--- src/hw/rtl/sfr_pkg.sv ---
package sfr_pkg;

    // default buffer depth in bytes
    localparam int unsigned BUFFER_DEPTH_DEF = 256;

    // field widths fixed by the item format
    localparam int unsigned BYTE_W   = 8;
    localparam int unsigned TIMER_W  = 16;
    localparam int unsigned LENGTH_W = 9;
    localparam int unsigned CFG_IDX_W  = 3;
    localparam int unsigned CFG_DATA_W = 16;

    // special characters
    localparam logic [BYTE_W-1:0] CH_STX   = 8'h02;
    localparam logic [BYTE_W-1:0] CH_ETX   = 8'h03;
    localparam logic [BYTE_W-1:0] ADDR_ANY = 8'h7F;
    localparam logic [BYTE_W-1:0] MASK7    = 8'h7F;
    localparam logic [BYTE_W-1:0] ADDR_BCAST = 8'h00;

    // receiver state
    typedef enum logic [1:0] {
        ST_IDLE = 2'd0,
        ST_RECV = 2'd1,
        ST_DONE = 2'd2
    } rx_state_t;

    // item action codes
    typedef enum logic [1:0] {
        ACT_BYTE    = 2'd0,
        ACT_TICK    = 2'd1,
        ACT_READ    = 2'd2,
        ACT_RELEASE = 2'd3
    } action_t;

    // configuration register indexes
    typedef enum logic [CFG_IDX_W-1:0] {
        REG_FRAME_MODE    = 3'd0,
        REG_DEVICE_NUMBER = 3'd1,
        REG_ADDRESS_BASE  = 3'd2,
        REG_SEVEN_BIT     = 3'd3,
        REG_GAP_TICKS     = 3'd4
    } cfg_reg_t;

    typedef struct packed {
        logic                frame_mode;
        logic [BYTE_W-1:0]   device_number;
        logic [BYTE_W-1:0]   address_base;
        logic                seven_bit;
        logic [TIMER_W-1:0]  gap_ticks;
    } cfg_t;

    // per-item result handed from control to the output pipeline
    typedef struct packed {
        logic [1:0]          frame_state;
        logic [LENGTH_W-1:0] frame_length;
        logic                rd_ok;
    } result_t;

endpackage

--- src/hw/rtl/sfr_buffer.sv ---
module sfr_buffer #(
    parameter int unsigned DEPTH = sfr_pkg::BUFFER_DEPTH_DEF,
    parameter int unsigned AW    = $clog2(DEPTH)
) (
    input  logic                       aclk,
    input  logic                       wr_en,
    input  logic [AW-1:0]              wr_addr,
    input  logic [sfr_pkg::BYTE_W-1:0] wr_data,
    input  logic                       rd_en,
    input  logic [AW-1:0]              rd_addr,
    output logic [sfr_pkg::BYTE_W-1:0] rd_data
);
    import sfr_pkg::*;

    logic [BYTE_W-1:0] mem [DEPTH];
    logic [BYTE_W-1:0] rd_data_reg;

    // write port
    always_ff @(posedge aclk) begin
        if (wr_en) begin
            mem[wr_addr] <= wr_data;
        end
    end

    // registered read port
    always_ff @(posedge aclk) begin
        if (rd_en) begin
            rd_data_reg <= mem[rd_addr];
        end
    end

    assign rd_data = rd_data_reg;

endmodule

--- src/hw/rtl/sfr_ctrl.sv ---
module sfr_ctrl #(
    parameter int unsigned DEPTH = sfr_pkg::BUFFER_DEPTH_DEF,
    parameter int unsigned AW    = $clog2(DEPTH),
    parameter int unsigned WPW   = $clog2(DEPTH + 1)
) (
    input  logic                       aclk,
    input  logic                       aresetn,
    input  logic                       item_en,
    input  logic [1:0]                 action,
    input  logic [sfr_pkg::BYTE_W-1:0] data_byte,
    input  logic                       transmitting,
    input  logic [sfr_pkg::BYTE_W-1:0] read_index,
    input  sfr_pkg::cfg_t              cfg,
    output logic                       wr_en,
    output logic [AW-1:0]              wr_addr,
    output logic [sfr_pkg::BYTE_W-1:0] wr_data,
    output logic                       rd_en,
    output logic [AW-1:0]              rd_addr,
    output sfr_pkg::result_t           res
);
    import sfr_pkg::*;

    rx_state_t           state_reg, state_next;
    logic [WPW-1:0]      wp_reg, wp_next;
    logic [TIMER_W-1:0]  timer_reg, timer_next;
    logic [BYTE_W-1:0]   byte0_reg, byte0_next;
    logic [BYTE_W-1:0]   byte1_reg, byte1_next;

    logic [BYTE_W-1:0]   b;
    logic                tx;
    logic [TIMER_W-1:0]  gap_load;
    logic [TIMER_W-1:0]  timer_dec;
    logic                room;
    logic                wr_start;
    logic                wr_append;
    logic [BYTE_W-1:0]   got1;
    logic [BYTE_W:0]     want;
    logic [AW+BYTE_W-1:0] idx_ext;
    logic [WPW+LENGTH_W-1:0] len_ext;
    logic [WPW+AW-1:0]   wp_ext;

    assign gap_load  = (cfg.gap_ticks == '0) ? TIMER_W'(1) : cfg.gap_ticks;
    assign timer_dec = timer_reg - TIMER_W'(1);
    assign room      = (wp_reg < WPW'(DEPTH));
    assign want      = {1'b0, cfg.address_base} + {1'b0, cfg.device_number};
    assign wp_ext    = {{AW{1'b0}}, wp_reg};

    // byte masking and echo suppression
    always_comb begin
        b  = data_byte;
        tx = transmitting;
        if (cfg.frame_mode) begin
            if (cfg.seven_bit) begin
                b = data_byte & MASK7;
            end
            if (b == CH_ETX) begin
                tx = 1'b0;
            end
        end
    end

    // index 1 as it stands after this item's write
    assign got1 = (wp_reg == WPW'(1)) ? b : byte1_reg;

    // next state for one item
    always_comb begin
        state_next = state_reg;
        wp_next    = wp_reg;
        timer_next = timer_reg;
        wr_start   = 1'b0;
        wr_append  = 1'b0;
        case (action_t'(action))
            ACT_BYTE: begin
                if (!tx) begin
                    if (!cfg.frame_mode) begin
                        if (state_reg == ST_IDLE) begin
                            wr_start   = 1'b1;
                            wp_next    = WPW'(1);
                            state_next = ST_RECV;
                            timer_next = gap_load;
                        end else if (state_reg == ST_RECV && room) begin
                            wr_append  = 1'b1;
                            wp_next    = wp_reg + WPW'(1);
                            timer_next = gap_load;
                        end else if (state_reg != ST_DONE) begin
                            state_next = ST_IDLE;
                            timer_next = '0;
                        end
                    end else begin
                        if (b == CH_STX) begin
                            wr_start   = 1'b1;
                            wp_next    = WPW'(1);
                            state_next = ST_RECV;
                        end else if (state_reg == ST_RECV && room) begin
                            wr_append = 1'b1;
                            wp_next   = wp_reg + WPW'(1);
                            if (b == CH_ETX) begin
                                state_next = ({1'b0, got1} == want || got1 == ADDR_ANY)
                                             ? ST_DONE : ST_IDLE;
                            end
                        end else if (state_reg != ST_DONE) begin
                            state_next = ST_IDLE;
                        end
                    end
                end
            end
            ACT_TICK: begin
                if (!cfg.frame_mode && state_reg == ST_RECV && timer_reg != '0) begin
                    timer_next = timer_dec;
                    if (timer_dec == '0) begin
                        state_next = (byte0_reg == cfg.device_number ||
                                      byte0_reg == ADDR_BCAST) ? ST_DONE : ST_IDLE;
                    end
                end
            end
            ACT_READ: begin
            end
            ACT_RELEASE: begin
                state_next = ST_IDLE;
                timer_next = '0;
            end
            default: begin
            end
        endcase
    end

    // buffer write request and address shadows
    assign wr_en   = item_en && (wr_start || wr_append);
    assign wr_addr = wr_start ? '0 : wp_ext[AW-1:0];
    assign wr_data = b;

    always_comb begin
        byte0_next = byte0_reg;
        byte1_next = byte1_reg;
        if (wr_en && wr_addr == AW'(0)) begin
            byte0_next = b;
        end
        if (wr_en && wr_addr == AW'(1)) begin
            byte1_next = b;
        end
    end

    // buffer read request
    assign idx_ext = {{AW{1'b0}}, read_index};
    assign rd_addr = idx_ext[AW-1:0];
    assign rd_en   = item_en && (action_t'(action) == ACT_READ);

    // result after this item
    assign len_ext          = {{LENGTH_W{1'b0}}, wp_next};
    assign res.frame_state  = state_next;
    assign res.frame_length = len_ext[LENGTH_W-1:0];
    assign res.rd_ok        = (action_t'(action) == ACT_READ) && (idx_ext < (AW+BYTE_W)'(DEPTH));

    // control state
    always_ff @(posedge aclk) begin
        if (!aresetn) begin
            state_reg <= ST_IDLE;
            wp_reg    <= '0;
            timer_reg <= '0;
        end else if (item_en) begin
            state_reg <= state_next;
            wp_reg    <= wp_next;
            timer_reg <= timer_next;
        end
    end

    // copies of buffer entries zero and one for the address filters
    always_ff @(posedge aclk) begin
        if (item_en) begin
            byte0_reg <= byte0_next;
            byte1_reg <= byte1_next;
        end
    end

endmodule

--- src/hw/rtl/sfr_cfg_regs.sv ---
module sfr_cfg_regs (
    input  logic                           aclk,
    input  logic                           aresetn,
    input  logic                           cfg_valid,
    output logic                           cfg_ready,
    input  logic [sfr_pkg::CFG_IDX_W-1:0]  cfg_index,
    input  logic [sfr_pkg::CFG_DATA_W-1:0] cfg_data,
    output sfr_pkg::cfg_t                  cfg
);
    import sfr_pkg::*;

    cfg_t cfg_reg, cfg_next;

    assign cfg_ready = 1'b1;

    // register decode
    always_comb begin
        cfg_next = cfg_reg;
        if (cfg_valid) begin
            case (cfg_reg_t'(cfg_index))
                REG_FRAME_MODE:    cfg_next.frame_mode    = cfg_data[0];
                REG_DEVICE_NUMBER: cfg_next.device_number = cfg_data[BYTE_W-1:0];
                REG_ADDRESS_BASE:  cfg_next.address_base  = cfg_data[BYTE_W-1:0];
                REG_SEVEN_BIT:     cfg_next.seven_bit     = cfg_data[0];
                REG_GAP_TICKS:     cfg_next.gap_ticks     = cfg_data[TIMER_W-1:0];
                default: begin
                end
            endcase
        end
    end

    always_ff @(posedge aclk) begin
        if (!aresetn) begin
            cfg_reg.frame_mode    <= 1'b0;
            cfg_reg.device_number <= BYTE_W'(1);
            cfg_reg.address_base  <= BYTE_W'(32);
            cfg_reg.seven_bit     <= 1'b0;
            cfg_reg.gap_ticks     <= TIMER_W'(4);
        end else begin
            cfg_reg <= cfg_next;
        end
    end

    assign cfg = cfg_reg;

endmodule

--- src/hw/rtl/serial_frame_receiver_top.sv ---
// a result item is held in the first result stage and then in the output register after its input item is accepted
// throughput: one item per cycle while m_axis_tready stays high; the buffer memory has one write and one read port
// and the single registered read sits in the first result stage
// reset: aresetn (synchronous, active low) returns to idle with length and timer zero
// and restores register defaults; buffer contents stay undefined, no clearing pass
module serial_frame_receiver_top #(
    parameter int unsigned BUFFER_DEPTH = sfr_pkg::BUFFER_DEPTH_DEF
) (
    input  logic                           aclk,
    input  logic                           aresetn,
    // configuration write channel
    input  logic                           cfg_valid,
    output logic                           cfg_ready,
    input  logic [sfr_pkg::CFG_IDX_W-1:0]  cfg_index,
    input  logic [sfr_pkg::CFG_DATA_W-1:0] cfg_data,
    // input items
    input  logic                           s_axis_tvalid,
    output logic                           s_axis_tready,
    input  logic [23:0]                    s_axis_tdata, // data_byte, transmitting, read_index
    input  logic [1:0]                     s_axis_tuser, // action
    // result items
    output logic                           m_axis_tvalid,
    input  logic                           m_axis_tready,
    output logic [23:0]                    m_axis_tdata  // frame_state, frame_length, read_data
);
    import sfr_pkg::*;

    localparam int unsigned AW  = $clog2(BUFFER_DEPTH);
    localparam int unsigned WPW = $clog2(BUFFER_DEPTH + 1);

    cfg_t              cfg;
    logic              s_accept;
    logic              wr_en;
    logic [AW-1:0]     wr_addr;
    logic [BYTE_W-1:0] wr_data;
    logic              rd_en;
    logic [AW-1:0]     rd_addr;
    logic [BYTE_W-1:0] rd_data;
    result_t           res;

    // first result stage, waits on the memory read
    logic              a_valid_reg;
    result_t           a_res_reg;
    // output register
    logic              o_valid_reg;
    logic [1:0]        o_state_reg;
    logic [LENGTH_W-1:0] o_length_reg;
    logic [BYTE_W-1:0] o_data_reg;
    logic              a_advance;

    sfr_cfg_regs u_cfg (
        .aclk      (aclk),
        .aresetn   (aresetn),
        .cfg_valid (cfg_valid),
        .cfg_ready (cfg_ready),
        .cfg_index (cfg_index),
        .cfg_data  (cfg_data),
        .cfg       (cfg)
    );

    sfr_ctrl #(
        .DEPTH (BUFFER_DEPTH),
        .AW    (AW),
        .WPW   (WPW)
    ) u_ctrl (
        .aclk         (aclk),
        .aresetn      (aresetn),
        .item_en      (s_accept),
        .action       (s_axis_tuser),
        .data_byte    (s_axis_tdata[7:0]),
        .transmitting (s_axis_tdata[8]),
        .read_index   (s_axis_tdata[16:9]),
        .cfg          (cfg),
        .wr_en        (wr_en),
        .wr_addr      (wr_addr),
        .wr_data      (wr_data),
        .rd_en        (rd_en),
        .rd_addr      (rd_addr),
        .res          (res)
    );

    sfr_buffer #(
        .DEPTH (BUFFER_DEPTH),
        .AW    (AW)
    ) u_buf (
        .aclk    (aclk),
        .wr_en   (wr_en),
        .wr_addr (wr_addr),
        .wr_data (wr_data),
        .rd_en   (rd_en),
        .rd_addr (rd_addr),
        .rd_data (rd_data)
    );

    // handshake through the two result stages
    assign a_advance     = a_valid_reg && (!o_valid_reg || m_axis_tready);
    assign s_axis_tready = !a_valid_reg || a_advance;
    assign s_accept      = s_axis_tvalid && s_axis_tready;

    always_ff @(posedge aclk) begin
        if (!aresetn) begin
            a_valid_reg <= 1'b0;
            o_valid_reg <= 1'b0;
        end else begin
            if (s_accept) begin
                a_valid_reg <= 1'b1;
            end else if (a_advance) begin
                a_valid_reg <= 1'b0;
            end
            if (a_advance) begin
                o_valid_reg <= 1'b1;
            end else if (m_axis_tready) begin
                o_valid_reg <= 1'b0;
            end
        end
    end

    // result payload
    always_ff @(posedge aclk) begin
        if (s_accept) begin
            a_res_reg <= res;
        end
        if (a_advance) begin
            o_state_reg  <= a_res_reg.frame_state;
            o_length_reg <= a_res_reg.frame_length;
            o_data_reg   <= a_res_reg.rd_ok ? rd_data : '0;
        end
    end

    assign m_axis_tvalid = o_valid_reg;
    assign m_axis_tdata  = {5'b0, o_data_reg, o_length_reg, o_state_reg};

endmodule
--- config.mk ---
export PLATFORM = sky130hd
export DESIGN_NAME = serial_frame_receiver_top
export DESIGN_NICKNAME = d
export VERILOG_FILES = /design/src/hw/rtl/sfr_pkg.sv /design/src/hw/rtl/sfr_buffer.sv /design/src/hw/rtl/sfr_ctrl.sv /design/src/hw/rtl/sfr_cfg_regs.sv /design/src/hw/rtl/serial_frame_receiver_top.sv
export SDC_FILE = /design/constraint.sdc
export NUM_CORES = 2
export LEC_CHECK = 0
export BUFFER_PORTS_ARGS = -buffer_cell sky130_fd_sc_hd__buf_2
export CAP_MARGIN = 20
export CORE_MARGIN = 2
export CORE_UTILIZATION = 36
export DETAILED_ROUTE_END_ITERATION = 10
export GPL_TIMING_DRIVEN = 0
export PLACE_DENSITY = 0.57
export SLEW_MARGIN = 20
export SYNTH_ARGS = -nofsm -noshare
export SYNTH_HDL_FRONTEND = slang
export SYNTH_SLANG_ARGS = --single-unit
--- constraint.sdc ---
create_clock -name aclk -period 14.1 [get_ports aclk]
set_clock_uncertainty 0.2 [all_clocks]
set_input_delay 0.705 -clock aclk [delete_from_list [all_inputs] [get_ports aclk]]
set_output_delay 0.705 -clock aclk [all_outputs]
set_load 0.1 [all_outputs]
* After elaboration in Yosys (flattened, before gate mapping)
Memory sizes are Yosys's and may differ from the RTL's. A register that Yosys moved wholly into a read port is not among the register bits. Cells that the tools add are included.
Word-level totals: flip-flop bits (word level) 110, bits in latches 0, bits in writable memories 2048, memory bits (read-only) 0, input bits 50, output and inout bits 27, logic and storage cells 133, memories kept 1
Cells by class: add/subtract/negate cells 3, multipliers 0, div/mod/pow operators 0, magnitude comparators 2, equal/unequal tests 21, shift-type cells 0, mux-type cells 51, bitwise gates (word level) 0, reductions and logical operators 37
Memories:
- u_buf.mem | words 256, width 8, read ports 1, clocked after memory_dff 1, wr ports 1, line sfr_buffer.sv:15 | logic [BYTE_W-1:0] mem [DEPTH];
Operator list (count):
- 16-bit 2-to-1 mux | 7
- 9-bit 2-to-1 mux | 6
- 16-bit case mux with 3 select lines | 1
- 8-bit 2-to-1 mux | 5
- 16-bit zero test | 2
- 8-bit by 2-bit equality test with 1-bit output (second input constant) | 3
- 2-bit 2-to-1 mux | 12
- 1-bit 2-to-1 mux | 19
- 8-bit zero test | 2
- 16-bit nonzero test | 1
- 16-bit by 1-bit subtractor with 16-bit output (second input constant) | 1
- 2-bit AND reduction | 7
- 1-bit logical AND | 10
- 8-bit by 8-bit adder with 9-bit output | 1
- 9-bit by 1-bit adder with 9-bit output (second input constant) | 1
- 8-bit by 9-bit equality test with 1-bit output | 1
- 9-bit by 1-bit equality test with 1-bit output (second input constant) | 1
- 8-bit by 9-bit < comparator with 1-bit output (second input constant) | 1
- 9-bit < comparator (second input constant) | 1
- 8-bit by 1-bit equality test with 1-bit output (second input constant) | 1
- 8-bit by 7-bit equality test with 1-bit output (second input constant) | 1
- 8-bit equality test | 1
- 3-bit by 2-bit equality test with 1-bit output (second input constant) | 2
- 2-bit != test (second input constant) | 3
- 14 further kinds | 24

* Logic depth before layout (Yosys ltp)
depth after elaboration 13, depth in mapped cells 11, depth with buffers taken out 10

* By module
Synthesis repeated with hierarchy kept, for this count alone.
Second synthesis, totals: cell total of the unflattened synthesis 4363, area total of the unflattened synthesis 85711.0 µm²
By module, submodules not included:
- sfr_buffer | times used 1, cells each 3733, area an instance 79636.4 µm², seq. area each 61739.2 µm²
- sfr_ctrl | times used 1, cells each 438, area an instance 3593.4 µm², seq. area each 1021.0 µm²
- sfr_cfg_regs | times used 1, cells each 138, area an instance 1365.1 µm², seq. area each 680.7 µm²
- serial_frame_receiver_top | times used 1, cells each 54, area an instance 1116.1 µm², seq. area each 970.9 µm²

* Worst setup path after synthesis
Ideal clock, no wire load.
path kind in2reg, start in s_axis_tdata[7], end mem u_buf.mem[118][0] (enable), setup time 0.370 ns, arrival 10.467 ns, data required time 13.530 ns, slack 3.063 ns, stages on the path 9, path buffers 3, cell sequence a21boi_1 -> nor4b_1 -> and2b_1 -> o21a_1 -> buf_2 -> or4b_2 -> buf_2 -> buf_2 -> nor2_1
On the way: longest elaborated chain between the ends 12, elaborated cells on any way between the ends 20, classes of those cells 2 x eq/ne; 16 x mux; 2 x reduce/logical
Ends and longest elaborated chain:
- start, declared | line serial_frame_receiver_top.sv:19 | input logic [23:0] s_axis_tdata,
- 8-bit 2-to-1 mux | line sfr_ctrl.sv:53 | if (cfg.seven_bit) begin
- 8-bit 2-to-1 mux (2 in a row) | line sfr_ctrl.sv:52 | if (cfg.frame_mode) begin
- 8-bit by 2-bit equality test with 1-bit output | line sfr_ctrl.sv:90 | if (b == CH_STX) begin
- 1-bit 2-to-1 mux | line sfr_ctrl.sv:90
- 1-bit 2-to-1 mux | line sfr_ctrl.sv:75 | if (!cfg.frame_mode) begin
- 1-bit 2-to-1 mux | line sfr_ctrl.sv:74 | if (!tx) begin
- 1-bit 2-to-1 mux | line sfr_ctrl.sv:72 | case (action_t'(action))
- 1-bit logical OR | line sfr_ctrl.sv:128 | assign wr_en = item_en && (wr_start || wr_append);
- 1-bit logical AND | line sfr_ctrl.sv:128
- 1-bit 2-to-1 mux | line sfr_buffer.sv:20 | if (wr_en) begin
- 1-bit 2-to-1 mux (implied by the code) | line sfr_buffer.sv:21 | mem[wr_addr] <= wr_data;
- end, declared | line sfr_buffer.sv:15
Parallel ways exist; a longest one is shown, timed or not. The select of a mux whose other input is x is not followed.

* Worst setup path after layout
start in s_axis_tdata[6], end mem u_buf.mem[95][4] (enable)
Same word-level chain as after synthesis.

==> impl_metrics.tcl <==
set metrics [dict create \
    overflow 0 \
    vdd_drop_max_v 0.000112 \
    largest_reg_flops 2048 \
    clock-sinks 2166 \
    rsz0062_at_grt "false" \
    period_minus_slack_ns 6.14 \
    drt_iter0_drc 5452 \
    finalCritPeriodShare_pct 43.5 \
    fp.dieW_um 488 \
    tns_ns 0 \
    grt_pass1_wl_um 330000 \
    switching_share_pct 22.1 \
    max_slew_margin_pct 21.2 \
    synth-seq-area-share_pct 76.5 \
    clockBufferDepth 3 \
    routed_wl_um 235000 \
    hold_viol 0 \
    final_cell_mix "edfxtp_1 (2,103), mux4_2 (512), nor2_1 (319)" \
    internal_power_w 0.0105 \
    power_frac_seq_pct 52.4 \
    postSynth.asyncResetShare_pct 0 \
    synth_cell_types 81 \
    clkPwrFrac_pct 42.1 \
    fmax_mhz 163 \
    drv_slew 0 \
    port_buffers 60 \
    synth_seq_cells 2166 \
    core_area_um2 233000 \
    num_vias 43800 \
    drc_errors 0 \
    place_hpwl_um 156000 \
    cts_root_buf "clkbuf_16" \
    tritoncts "yes" \
    numCtsBuffers 218 \
    fin_hold_ws_ns 0.0507 \
    path_class "in2reg" \
    start_util_pct 36.2 \
    routedWlPerCell_um 30.5 \
    via_per_inst 5.67 \
    dr.pass1.iters 6 \
    grt_max_degree 131 \
    worst_pin_slew_ns 1.18 \
    antenna_found_initial 14 \
    switchingPower_w 0.00299 \
    arrival_ns 6.41 \
    num-fill-cells 20400 \
    grt_pass1_vias 43700 \
    status "complete, no violations" \
    setup_viol 0 \
    power.leakage_nw 29.3 \
    layout-drive-gt1-share_pct 22.0 \
    num_rows 177 \
    layout_commonest_cell "edfxtp_1" \
    die_h_um 488 \
    crit_fanout 120 \
    drv_cap 0 \
    syn_inst 4152 \
    startpoint_type "input port" \
    track_usage_pct 19.6 \
    cp-end-kind "flop" \
    dieArea_um2 238000 \
    io_pins 77 \
    yosys_warnings 0 \
    gp_congestion 0.860 \
    path_clk_slew_ns 0.06 \
    combPwrFrac_pct 5.4 \
    area_delta_synth_final_pct 14.5 \
    required_ns 14.37 \
    syn_avg_cell_area_um2 20.3 \
    ys.flop_type "edfxtp_1" \
    synth_edf_count 2103 \
    antenna_left 0 \
    min_path_type "in2reg" \
    insertion_delay_ns 0.86 \
    h-tree-depth 4 \
    syn_area_um2 84200 \
    final_nets 4550 \
    postCtsSetupRepairBufs 0 \
    p_per_area_nw_per_um2 140 \
]
critical path: stages:
cell and delay (ns):
dlygate4sd3_1 0.60, buf_8 0.17, buf_16 0.21, or4b_4 0.70
o41ai_4 0.56, nand2_4 0.14, nor4_2 0.69, nand3_2 0.74
clkbuf_1 0.66, nor2_1 0.98
kinds of logic after synthesis:
group / after synthesis / synth area share [%]
DFF: 2166 / 76.5
and+or+nand+nor: 623 / 3.35
AOI/OAI and AO/OA: 528 / 4.52
muxes: 517 / 13.8
buffers and inverters: 276 / 1.35
xor gates and xnor gates: 27 / 0.281
adders and majority gates: 13 / 0.202
other: 2 / 0.00892
power by group through the flow:
stage                     clock (W)  sequential, W  combinational, W
final                       0.00569        0.00708          0.000734
after global placement            0        0.00725          0.000691
after floorplan                   0        0.00724          0.000354
after global routing        0.00600        0.00708          0.000769
after CTS                   0.00575        0.00708          0.000734
after detailed placement          0        0.00721          0.000728
worst paths after layout:
path | start | end | slack (ns) | depth (start not counted)
worst max register to register | u_cfg.cfg[33] | u_buf.mem[76][0] | 8.67 | 9
worst min-delay path | s_axis_tdata[3] | u_buf.mem[97][3] | 0.05 | 1
worst max-delay path | s_axis_tdata[6] | u_buf.mem[95][4] | 7.96 | 10
worst min register to register | a_res_reg[8] | o_length_reg[7] | 0.22 | 0
layer usage:
metal	share of wire, %	global-route usage (%)	routed length [µm]
met5	0.019	0	44
met4	2.4	5.13	5540
met3	8.0	3.75	18800
met2	48	31.5	113000
met1	42	27.4	97900
synthesized netlist by cell type, types with 45 or more instances:
cell type,n,area (µm²)
a21oi_1,122,611
nor2_1,321,1200
buf_1,56,210
mux4_2,512,11500
clkbuf_1,152,571
dfxtp_1,63,1260
buf_2,45,225
nand2_1,128,480
a22o_1,65,569
a221oi_1,64,561
edfxtp_1,2103,63200
a22oi_1,139,1040
timing repair:
| action | in CTS | in global routing |
|---|---|---|
| gates resized for setup | 0 | 0 |
| hold buffers | 22 | 0 |
| hold endpoints to repair | 72 | 0 |
area by class of cell:
cell class	instances	area [µm²]	share of cell area, %
well taps	3043	3810	3.95
repair buffers	111	1320	1.37
diodes	4	10.0	0.0104
plain buffers	261	1120	1.16
clock inverters	135	1310	1.36
inverters	15	56.3	0.0584
flip-flops and latches	2166	64400	66.8
multi-input cells	1714	18700	19.4
clock buffers	265	5660	5.87
metrics by stage:
step	utilization [%]	total power (W)	area [µm²]	worst slack [ns]	instances
finish	41.4	0.0135	96400	7.96	7714
global route	41.4	0.0138	96400	8.00	7711
global placement	38.0	0.00794	88300	-7.46	7259
CTS	41.4	0.0136	96300	8.22	7708
floorplan	-	0.00759	84200	3.06	4156
detailed placement	38.3	0.00794	89200	7.71	7286
Power figures use the tool's default switching activity.
